$ cat src/hw/rtl/iss_pkg.sv
// ----------------------------------------------------------------------------
// iss_pkg
// Shared widths, codes and types of the indexed sequence store.
// ----------------------------------------------------------------------------
`default_nettype none

package iss_pkg;

    localparam int DATA_W       = 32;
    localparam int MODE_W       = 3;
    localparam int POSA_W       = 7;
    localparam int POSB_W       = 6;
    localparam int STATUS_W     = 2;
    localparam int FILL_W       = 7;
    localparam int CAPACITY_DEF = 64;

    typedef enum logic [MODE_W-1:0] {
        MODE_PUSH_HEAD = 3'd0,
        MODE_PUSH_TAIL = 3'd1,
        MODE_INSERT    = 3'd2,
        MODE_EXTRACT   = 3'd3,
        MODE_POP_HEAD  = 3'd4,
        MODE_POP_TAIL  = 3'd5,
        MODE_SWAP      = 3'd6
    } mode_t;

    typedef enum logic [STATUS_W-1:0] {
        STATUS_OK     = 2'd0,
        STATUS_EMPTY  = 2'd1,
        STATUS_FULL   = 2'd2,
        STATUS_BADIDX = 2'd3
    } status_t;

    // what one cell loads on the next edge
    typedef enum logic [2:0] {
        CELL_HOLD,
        CELL_LEFT,
        CELL_RIGHT,
        CELL_LOAD_A,
        CELL_LOAD_B
    } cell_op_t;

endpackage

`default_nettype wire

$ cat src/hw/rtl/iss_cell.sv
// ----------------------------------------------------------------------------
// iss_cell
// One element slot of the store: holds a word, or takes the word of its left
// or right neighbour, or one of two broadcast words.
// ----------------------------------------------------------------------------
`default_nettype none

module iss_cell (
    input  wire logic                         clk,
    input  wire iss_pkg::cell_op_t            op,
    input  wire logic [iss_pkg::DATA_W-1:0]   left_data,
    input  wire logic [iss_pkg::DATA_W-1:0]   right_data,
    input  wire logic [iss_pkg::DATA_W-1:0]   load_a_data,
    input  wire logic [iss_pkg::DATA_W-1:0]   load_b_data,
    output logic      [iss_pkg::DATA_W-1:0]   data
);

    import iss_pkg::*;

    logic [DATA_W-1:0] data_reg;
    logic [DATA_W-1:0] data_next;

    always_comb
    begin
        unique case (op)
            CELL_LEFT:   data_next = left_data;
            CELL_RIGHT:  data_next = right_data;
            CELL_LOAD_A: data_next = load_a_data;
            CELL_LOAD_B: data_next = load_b_data;
            default:     data_next = data_reg;
        endcase
    end

    always_ff @(posedge clk)
    begin
        data_reg <= data_next;
    end

    assign data = data_reg;

endmodule

`default_nettype wire

$ cat config.mk
export PLATFORM = sky130hd
export DESIGN_NAME = iss_cell
export DESIGN_NICKNAME = d
export VERILOG_FILES = /design/src/hw/rtl/iss_pkg.sv /design/src/hw/rtl/iss_cell.sv
export SDC_FILE = /design/constraint.sdc
export NUM_CORES = 1
export LEC_CHECK = 0
export ABC_AREA = 1
export CAP_MARGIN = 10
export CELL_PAD_IN_SITES_DETAIL_PLACEMENT = 1
export CELL_PAD_IN_SITES_GLOBAL_PLACEMENT = 1
export CORE_MARGIN = 2
export CORE_UTILIZATION = 45
export DETAILED_ROUTE_END_ITERATION = 12
export DONT_BUFFER_PORTS = 1
export PLACE_DENSITY = 0.87
export SETUP_SLACK_MARGIN = 0.5
export SYNTH_ARGS = -nofsm -noshare
export SYNTH_HDL_FRONTEND = slang
export SYNTH_SLANG_ARGS = --single-unit
$ cat constraint.sdc
create_clock -name clk -period 4.16 [get_ports clk]
set_clock_uncertainty 0.2 [all_clocks]
set_input_delay 0.624 -clock clk [delete_from_list [all_inputs] [get_ports clk]]
set_output_delay 0.624 -clock clk [all_outputs]
set_load 0.01 [all_outputs]
---- Yosys cells after proc, flatten, opt, wreduce, memory -nomap -nowiden ----
Cells that the tools add are included.
word-level totals
  flip-flop bits (word level) ............. 32
  bits of input ports ..................... 132
  word-level logic and storage cells ...... 7
operators by class
  eq/ne operators ......................... 4
  multiplexer cells ....................... 1
  reductions and logical operators ........ 1
operator list
  cell                                           count
  one-hot mux 32 bit (4 select lines)            1
  == test 3 x 2 -> 1 bit, second input constant  2
  nonzero test 4 bit                             1
  == test 3 x 1 -> 1 bit, second input constant  1
  == test 3 bit, second input constant           1

---- Logic depth before layout (Yosys ltp) ----
Gate-level depths: netlist of the first run.
  word-level depth ........................ 2
  depth in mapped cells ................... 7

---- Least setup slack after synthesis of the first run ----
OpenSTA, ideal clock, no wires.
  path kind ............................... input port to flip-flop
  start ................................... input op[1]
  end ..................................... register data_reg[0], in the netlist data[0], enable pin
  setup time .............................. 0.389 ns
  arrival time ............................ 1.848 ns
  path slack .............................. 1.723 ns
  stages .................................. 5
  buffers on the path ..................... 2
  cells stage by stage .................... buf_4 > nor2_8 > nand2_2 > buf_6 > nand2_1
on the way
  cells in the longest elaborated chain, start to end .. 2
RTL lines
  what                                   RTL line        text
  from (decl)                            iss_cell.sv:10  input wire iss_pkg::cell_op_t op,
  == test 3 bit (tied with other cells)  iss_cell.sv:25  unique case (op)
  nonzero test 4 bit (no source line) *  n/a
  to (signal assigned)                   iss_cell.sv:36  data_reg <= data_next;
  to (decl)                              iss_cell.sv:20  logic [DATA_W-1:0] data_reg;
Every way passes the cells marked *; elsewhere a longest branch is shown, timed or not.
A chain may end at the register's enable or synchronous reset.

---- Worst setup path after layout of the first run ----
  start ................................... input op[0]
  end ..................................... register data_reg[2], in the netlist data[2], enable pin
Same word-level chain as after synthesis.

==> out/summary.txt, run 1 <==
Switching share of power - 0.2689
Initial antenna violation count - 0
WP data arrival - 1890 ps
Largest net degree at the start of global routing - 37
Rel. slew slack - 0.5332
Setup violations, final - 0
P&R area growth vs syn - 1.320%
Synth Register Bits - 32
Maximum clock rate - 477.5 MHz
PortBufs - 0
Netlist cell types - 15
Final worst slack - 2066 ps
1st-pass router iterations - 4
Routed wire length - 7312 um
Commonest cells after routing, fill and taps aside - nand2_1 (65), nand3_1 (64), nor2_1 (54)
Total CTS buffers - 5
Reg power frac - 0.527
CP Cell Sequence - nor2_8 -> nand2_2 -> nand2_1 -> buf_12
Routed via count - 2,179
Fillers - 659
N_diodes - 0
Tmin final - 2094 ps
Max-slew violations - 0
Slowest-stage cell, CP - nand2_1
DRC Markers - 0
Die width - 76.57 um
Yosys warns - 0
Run status - complete, no violations
Hold Path Class - input pin to flop
DP HPWL - 5270 um
Final ANT Viol Nets - 0
Mapped cell area - 2370 um^2
RSZ-0062 raised after global routing - no
Worst EP required - 3950 ps
CTS tree - yes
DR iter-0 viols - 104
Setup tns final - 0 ps
XOR/XNOR share of the synthesized area - 0
Fin crit share - 0.5034
Htree depth - 2
Post-synthesis simple-gate area fraction - 0.4567
Syn Nets - 454
Crit Path Max Fanout - 35
CTS max path bufs - 2
CP Launch Type - input pin
Most common cell after layout, fill and taps aside - nand2_1
Adder-cell share of the synthesized area - 0
WL per Instance - 19.50 um
Gr ovfl total - 0
Seq/Total Area, Yosys - 0.4055
Die area - 5863 um^2
Max-cap violations - 0
PwrDens - 355.1 nW/um^2
Syn Area/Cell - 7.360 um^2
Pwr Total - 0.0008527 W
Wire length on met3 - 575 um
Met2 routed WL - 3685 um
Max VDD drop - 136.1 uV
Final hold vios - 0
Vias in the first global route - 2,211
Actual slew at the worst max-slew pin - 698.6 ps
CP Class - input pin to flop
Hold-fix buffers at CTS - 0
Switching power total - 0.0002293 W
Placer Congestion - 0.8108
Fraction of layout cells with a size suffix above 1 - 0.08197
Mapped Cells - 322
Final Core Density - 0.4701
Postcts setup bufs - 0
Combinational share of power - 0.125
Top Layer Used - met4
Via-to-Cell Ratio - 5.811
Complex-gate fraction of the synthesized area - 0.002112
Internal Pwr Total - 0.0006234 W
Die Y - 76.57 um
Crit path buf inv count - 1
Starting density of the core - 0.4640
Clock Power Share - 0.348
Core Rows - 26
CP Capture Type - flop
Nets - 436
Total Routing Usage GR - 0.2511
Clock-pin transition on the worst setup and hold timing paths - 70 ps
Main combinational cell family by area after synthesis - simple AND/OR/NAND/NOR gates
Leakage Power - 1.175 nW
# IOs - 164
Clock root cell - clkbuf_8
Top delay family on crit path - simple AND/OR/NAND/NOR gates
Slowest stage delay, CP - 540 ps
# clock sinks - 32
First-pass GRT wire length - 11,500 um
Setup slack at placement - 1745 ps
Post-synthesis mux area share - 0
Core area - 5107 um^2
Post-Route M1 WL - 2905 um
Cells resized by post-CTS repair - 0
Max reg flops - 32
==> layout make-up <==
class                   count  area [um^2]  area share
multi-input cells         230         1087      0.4528
flip-flops and latches     32        960.9      0.4002
inverters                  33        126.4     0.05263
well taps                  70        87.58     0.03648
clock buffers               5        68.82     0.02866
clock inverters             3        42.54     0.01772
repair buffers              2        27.53     0.01146
==> cell families (layout without fill, tap and decap cells) <==
group,Yosys count,count (layout)
flops,32,32
compound gates,1,1
buf+inv,60,43
simple gates,229,229
==> stage by stage <==
step	std cells	hold slack [ps]	instance area [um^2]
2_1_floorplan	322	637.4	2370
3_3_place_gp	367	641.0	2290
3_5_place_dp	367	646.9	2290
4_1_cts	375	349.1	2401
5_1_grt	375	351.5	2401
6_report	375	357.5	2401
==> power groups by stage <==
| stage | Sequential, W | Combinational (W) | Clock (W) |
|---|---|---|---|
| final | 0.000449 | 0.000106 | 0.000297 |
| after global routing | 0.000453 | 0.000123 | 0.000321 |
| after CTS | 0.000450 | 0.000108 | 0.000305 |
| after detailed placement | 0.000456 | 0.000108 | 0 |
| after global placement | 0.000455 | 0.000102 | 0 |
| after floorplan | 0.000448 | 0.000106 | 0 |
==> Yosys cell counts <==
cell type | number | area, um^2
nand4_1 | 32 | 200.2
nor2_2 | 10 | 62.56
o21ai_0 | 1 | 5.000
buf_4 | 4 | 30.03
nand3b_4 | 1 | 20.02
inv_4 | 1 | 6.260
buf_6 | 8 | 90.09
nand3_1 | 64 | 320.3
nor2_1 | 54 | 202.7
nand2_1 | 65 | 244.0
buf_2 | 15 | 75.07
nand2_2 | 2 | 12.51
nor2_8 | 1 | 20.02
edfxtp_1 | 32 | 960.9
inv_1 | 32 | 120.1
==> path summary, 6_finish.rpt <==
path	start	to	slack, ps	cells past startpoint
hold / removal	left_data[12]	data[12]	360	2
setup / recovery	op[0]	data[2]	2070	4
==> per-layer routing <==
metal / global-route usage / vias up
li1: - / 1035
met1: 0.3053 / 1019
met2: 0.4230 / 113
met3: 0.07820 / 12
met4: 0.08182 / 0
met5: 0 / -
(Power assumes the default switching activity.)
==> run 2, diff against run 1 <==
--- a/config.mk
+++ b/config.mk
@@ -5,15 +5,15 @@
 export SDC_FILE = /design/constraint.sdc
 export NUM_CORES = 1
 export LEC_CHECK = 0
-export ABC_AREA = 1
+export ABC_AREA = 0
 export CAP_MARGIN = 10
 export CELL_PAD_IN_SITES_DETAIL_PLACEMENT = 1
 export CELL_PAD_IN_SITES_GLOBAL_PLACEMENT = 1
 export CORE_MARGIN = 2
-export CORE_UTILIZATION = 45
+export CORE_UTILIZATION = 40
 export DETAILED_ROUTE_END_ITERATION = 12
 export DONT_BUFFER_PORTS = 1
-export PLACE_DENSITY = 0.87
+export PLACE_DENSITY = 0.78
 export SETUP_SLACK_MARGIN = 0.5
 export SYNTH_ARGS = -nofsm -noshare
 export SYNTH_HDL_FRONTEND = slang
==> constraint.sdc (replaced) <==
create_clock -name clk -period 1.8 [get_ports clk]
set_clock_uncertainty 0.2 [all_clocks]
set_input_delay 0.27 -clock clk [delete_from_list [all_inputs] [get_ports clk]]
set_output_delay 0.27 -clock clk [all_outputs]
set_load 0.01 [all_outputs]
==> run 2 against run 1 <==
Effect of this change: final area shrank 15%; critical path depth is the same; synthesized area shrank 20%; wire length shrank 34%; global-route usage shrank 7.6 points; sequential power grew 140%; critical path type unchanged; largest power group unchanged; highest routed layer unchanged.
==> out/summary.txt, run 2 <==
Core Rows - 25
Synth async-reset ratio - 0
WL per Instance - 24.34 um
Run status - complete, no violations
RSZ-0062 raised after global routing - no
Fin crit share - 0.6871
# IOs - 164
DP HPWL - 3885 um
Leakage Power - 0.7188 nW
# clock sinks - 32
Pwr Total - 0.001812 W
Area contributors post-synth - edfxtp_1 (50%), o221a_1 (19%), mux2i_1 (17%), nand2_1 (6.5%), buf_6 (2.4%)
Cells resized by post-CTS repair - 0
Max-slew violations - 0
Crit path buf inv count - 1
Max-cap violations - 0
Top cell type's share of synthesized area - 0.5043
Gr ovfl total - 0
First-pass GRT wire length - 6927 um
Yosys warns - 0
WP data arrival - 1050 ps
Clock root cell - clkbuf_8
Largest net degree at the start of global routing - 34
Die width - 73.02 um
Post-Route M1 WL - 1751 um
Post-synth EDFFs - 32
Rel. slew slack - 0.7919
Synth Register Bits - 32
Area leader, netlist - edfxtp_1
Max VDD drop - 376.9 uV
CP Launch Type - input pin
CP Capture Type - flop
Core area - 4661 um^2
CP Class - input pin to flop
Slowest-stage cell, CP - a21o_4
Placer Congestion - 0.7060
Starting density of the core - 0.4089
Seq/Total Area, Yosys - 0.5043
Fraction of layout cells with a size suffix above 1 - 0.09655
P&R area growth vs syn - 6.763%
Postcts setup bufs - 0
Hold Path Class - input pin to flop
Max reg flops - 32
Routed wire length - 4844 um
Die Y - 73.02 um
Finished Cell Area - 2034 um^2
Cell Area, Placed - 1958 um^2
Routed via count - 1,310
Crit Path Max Fanout - 32
PwrDens - 890.5 nW/um^2
Met2 routed WL - 2565 um
Final hold vios - 0
Actual slew at the worst max-slew pin - 312.1 ps
Tmin final - 1237 ps
Die area - 5332 um^2
Nets - 277
CTS max path bufs - 2
DR iter-0 viols - 46
Vias in the first global route - 1,393
Netlist cell types - 14
Clock-pin transition on the worst setup and hold timing paths - 60 ps
Syn Nets - 279
N_diodes - 0
Total CTS buffers - 5
Post-synth top cells - nand2_1 (33), edfxtp_1 (32), mux2i_1 (32), o221a_1 (32)
Dominant synthesized flop cell - edfxtp_1
Initial antenna violation count - 0
Mapped Cells - 147
Top delay family on crit path - compound AO/OA/AOI/OAI gates
Slowest stage delay, CP - 330 ps
1st-pass router iterations - 4
Commonest cells after routing, fill and taps aside - nand2_1 (33), mux2i_1 (32), o221a_1 (32), edfxtp_1 (32), clkbuf_8 (5)
Setup tns final - 0 ps
Final ANT Viol Nets - 0
PortBufs - 0
Wire length on met3 - 442 um
CP Cell Sequence - nor2_4 -> buf_4 -> a21o_4 -> o221a_1
Mapped cell area - 1906 um^2
Most common cell after layout, fill and taps aside - nand2_1
Via-to-Cell Ratio - 6.583
Hold-fix buffers at CTS - 0
Maximum clock rate - 808.5 MHz
Total Routing Usage GR - 0.1751
Most common cell in the netlist - nand2_1
Syn Area/Cell - 12.96 um^2
Htree depth - 2
Setup violations, final - 0
DRC Markers - 0
CTS tree - yes
Top Layer Used - met4
Worst EP required - 1620 ps
run 2: changes by cell type in the layout (fill, tap and decap cells not counted), moves of 2 or more:
| cell | before | now |
|---|---|---|
| nand4_1 | 32 | 0 |
| nand3_1 | 64 | 0 |
| inv_1 | 32 | 0 |
| clkinv_1 | 0 | 2 |
| buf_4 | 1 | 3 |
| mux2i_1 | 0 | 32 |
| nor2_1 | 54 | 0 |
| nor2_2 | 10 | 0 |
| o221a_1 | 0 | 32 |
| nand2_1 | 65 | 33 |
| nand2_2 | 2 | 0 |
run 2: routing by layer:
metal / vias to the layer above / GRT usage
met5: - / 0
met4: 0 / 0.06790
met3: 8 / 0.04696
met2: 113 / 0.3183
met1: 605 / 0.1916
li1: 584 / -
run 2: kinds of logic (layout without fill, tap and decap cells):
group / count (synthesis) / count (layout) / share of synthesized area
buffers and inverters: 14 / 12 / 0.05187
XOR/XNOR: 1 / 1 / 0.004597
flip-flops: 32 / 32 / 0.5043
multiplexers: 32 / 32 / 0.1681
AND/OR/NAND/NOR: 35 / 35 / 0.07420
AO/OA/AOI/OAI: 33 / 33 / 0.1970
run 2: report_power, final:
group          total [W]  internal (W)  switching [W]
sequential       0.00108      0.000971       0.000105
combinational   0.000239      0.000126       0.000113
clock           0.000496      0.000255       0.000242
run 2: path summary, 6_finish.rpt:
path | from | to | slack [ps] | cells past startpoint
min | op[2] | data[22] | 40 | 1
max | op[1] | data[9] | 560 | 4
run 2: final cells by class:
| type | instances | area [um^2] |
|---|---|---|
| fill | 482 | 2626 |
| sequential | 32 | 960.9 |
| multi-input combinational | 101 | 867.1 |
| clock buffer | 5 | 68.82 |
| tap | 54 | 67.56 |
| timing repair buffer | 5 | 62.56 |
| clock inverter | 2 | 7.507 |
run 2: metrics by stage:
step                  util  hold WS [ps]  setup slack (ps)  std cells
floorplan                -         320.8             163.8        147
global placement    0.4201         313.8             312.8        192
detailed placement  0.4201         320.2             277.7        192
CTS                 0.4365         29.10             577.8        199
global route        0.4365         25.69             545.0        199
finish              0.4365         39.48             563.2        199
==> run 3, diff against run 2 <==
--- a/config.mk
+++ b/config.mk
@@ -10,10 +10,10 @@
 export CELL_PAD_IN_SITES_DETAIL_PLACEMENT = 1
 export CELL_PAD_IN_SITES_GLOBAL_PLACEMENT = 1
 export CORE_MARGIN = 2
-export CORE_UTILIZATION = 40
+export CORE_UTILIZATION = 44
 export DETAILED_ROUTE_END_ITERATION = 12
 export DONT_BUFFER_PORTS = 1
-export PLACE_DENSITY = 0.78
+export PLACE_DENSITY = 0.81
 export SETUP_SLACK_MARGIN = 0.5
 export SYNTH_ARGS = -nofsm -noshare
 export SYNTH_HDL_FRONTEND = slang
==> constraint.sdc (replaced) <==
create_clock -name clk -period 1.17 [get_ports clk]
set_clock_uncertainty 0.2 [all_clocks]
set_input_delay 0.1755 -clock clk [delete_from_list [all_inputs] [get_ports clk]]
set_output_delay 0.1755 -clock clk [all_outputs]
set_load 0.01 [all_outputs]
==> run 3 against run 2 <==
Effect of this change: the run now ends with hold timing left; clock power rose by 100%; highest routed layer unchanged; sequential share of layout area is 4.4 points lower; via count is 4.9% higher; global-route usage grew 4.4 points; wire length is 13% higher; critical path type unchanged; combinational power is 110% higher; sequential cell count unchanged; non-clock buffer count rose by 10.
==> out/summary.txt, run 3 (synthesis gave the netlist of run 2 again) <==
Run status - complete, but fails checks
Failing checks - hold timing
DR iter-0 viols - 85
Placed cell count - 192
P&R area growth vs syn - 17.86%
Max reg flops - 32
Layout Cells excl Fill - 206
Total Routing Usage GR - 0.2187
CTS max path bufs - 2
Worst EP required - 990 ps
Clock root cell - clkbuf_8
Nets - 287
Maximum clock rate - 901.6 MHz
Largest net degree at the start of global routing - 34
Commonest cells after routing, fill and taps aside - nand2_1 (33), mux2i_1 (32), o221a_1 (32), edfxtp_1 (32)
Starting density of the core - 0.4663
CP Class - input pin to flop
Worst hold slack - -49.80 ps
Final Core Density - 0.5496
RSZ-0062 raised after global routing - yes
Total CTS buffers - 5
1st-pass router iterations - 4
Final ANT Viol Nets - 0
Via-to-Cell Ratio - 6.670
Leakage Power - 0.8219 nW
Most common cell after layout, fill and taps aside - nand2_1
# IOs - 164
Setup tns final - 0 ps
Pwr Total - 0.003173 W
Vias in the first global route - 1,502
Initial antenna violation count - 0
Fin crit share - 0.9480
Max-slew violations - 0
Met2 Use GR - 0.3915
Rel. slew slack - 0.8554
CTS tree - yes
PwrDens - 1413 nW/um^2
Crit Path Max Fanout - 17
Fillers - 410
WP data arrival - 930 ps
WL per Instance - 26.63 um
M3 GR Usage - 0.06250
Routed wire length - 5486 um
Htree depth - 2
Hold Path Class - input pin to flop
Core Rows - 23
N_diodes - 0
Tmin final - 1109 ps
CP Capture Type - flop
Gr ovfl total - 0
Final hold vios - 32
Busiest grt layer - met2
Die Y - 69.81 um
Placer Congestion - 0.7585
Actual slew at the worst max-slew pin - 210.9 ps
GR Util met1 - 0.2465
Routed via count - 1,374
Max VDD drop - 600.3 uV
Max-cap violations - 0
CP Launch Type - input pin
Fraction of layout cells with a size suffix above 1 - 0.1603
Clock-pin transition on the worst setup and hold timing paths - 70 ps
First-pass GRT wire length - 8197 um
Core area - 4086 um^2
Setup violations, final - 0
PortBufs - 0
Die area - 4873 um^2
Die width - 69.81 um
# clock sinks - 32
DRC Markers - 0
-- run 3: final timing paths --
path,startpoint,to,cells past startpoint
setup / recovery,op[1],data[18],5
hold / removal,left_data[24],data[24],1
-- run 3: power breakdown --
part | total [W] | switching, W | internal (W)
registers | 0.00166 | 0.000167 | 0.00149
clock network | 0.00101 | 0.000386 | 0.000620
logic | 0.000506 | 0.000210 | 0.000296
total | 0.00317 | 0.000763 | 0.00241
-- run 3: repair_timing --
item,CTS,global route
endpoints found under the hold margin,32,31
endpoints found under the setup margin,96,96
pin swaps,18,1
cloned,2,1
setup buffers,3,0
resized for setup,6,0
-- run 3: layout make-up --
class	instances	area [um^2]	area share
clock inverters	3	37.54	0.01671
multi-input cells	101	872.1	0.3883
well taps	50	62.56	0.02786
clock buffers	5	68.82	0.03064
flip-flops and latches	32	960.9	0.4279
repair buffers	15	244.0	0.1086
-- run 3: critical path, cell delays in order --
cell     delay, ps
nor2_4          20
buf_6          100
a21o_4         230
buf_12         160
o221a_1        230
-- run 3: per-stage QoR --
step | hold WS, ps | setup WS [ps] | cell area, um^2
floorplan | 226.3 | -371.7 | 1934
global placement | 227.1 | -225.4 | 2008
detailed placement | 231.6 | -275.6 | 2008
CTS | -52.82 | 55.74 | 2221
global route | -54.06 | 42.86 | 2246
finish | -49.80 | 60.85 | 2246
-- run 3: routing by layer --
metal | up-vias | routed length (um) | share of wire
met4 | 0 | 120 | 0.022
met1 | 657 | 2061 | 0.38
met3 | 12 | 398 | 0.073
met5 | - | 0 | 0
met2 | 97 | 2905 | 0.53
li1 | 608 | - | -
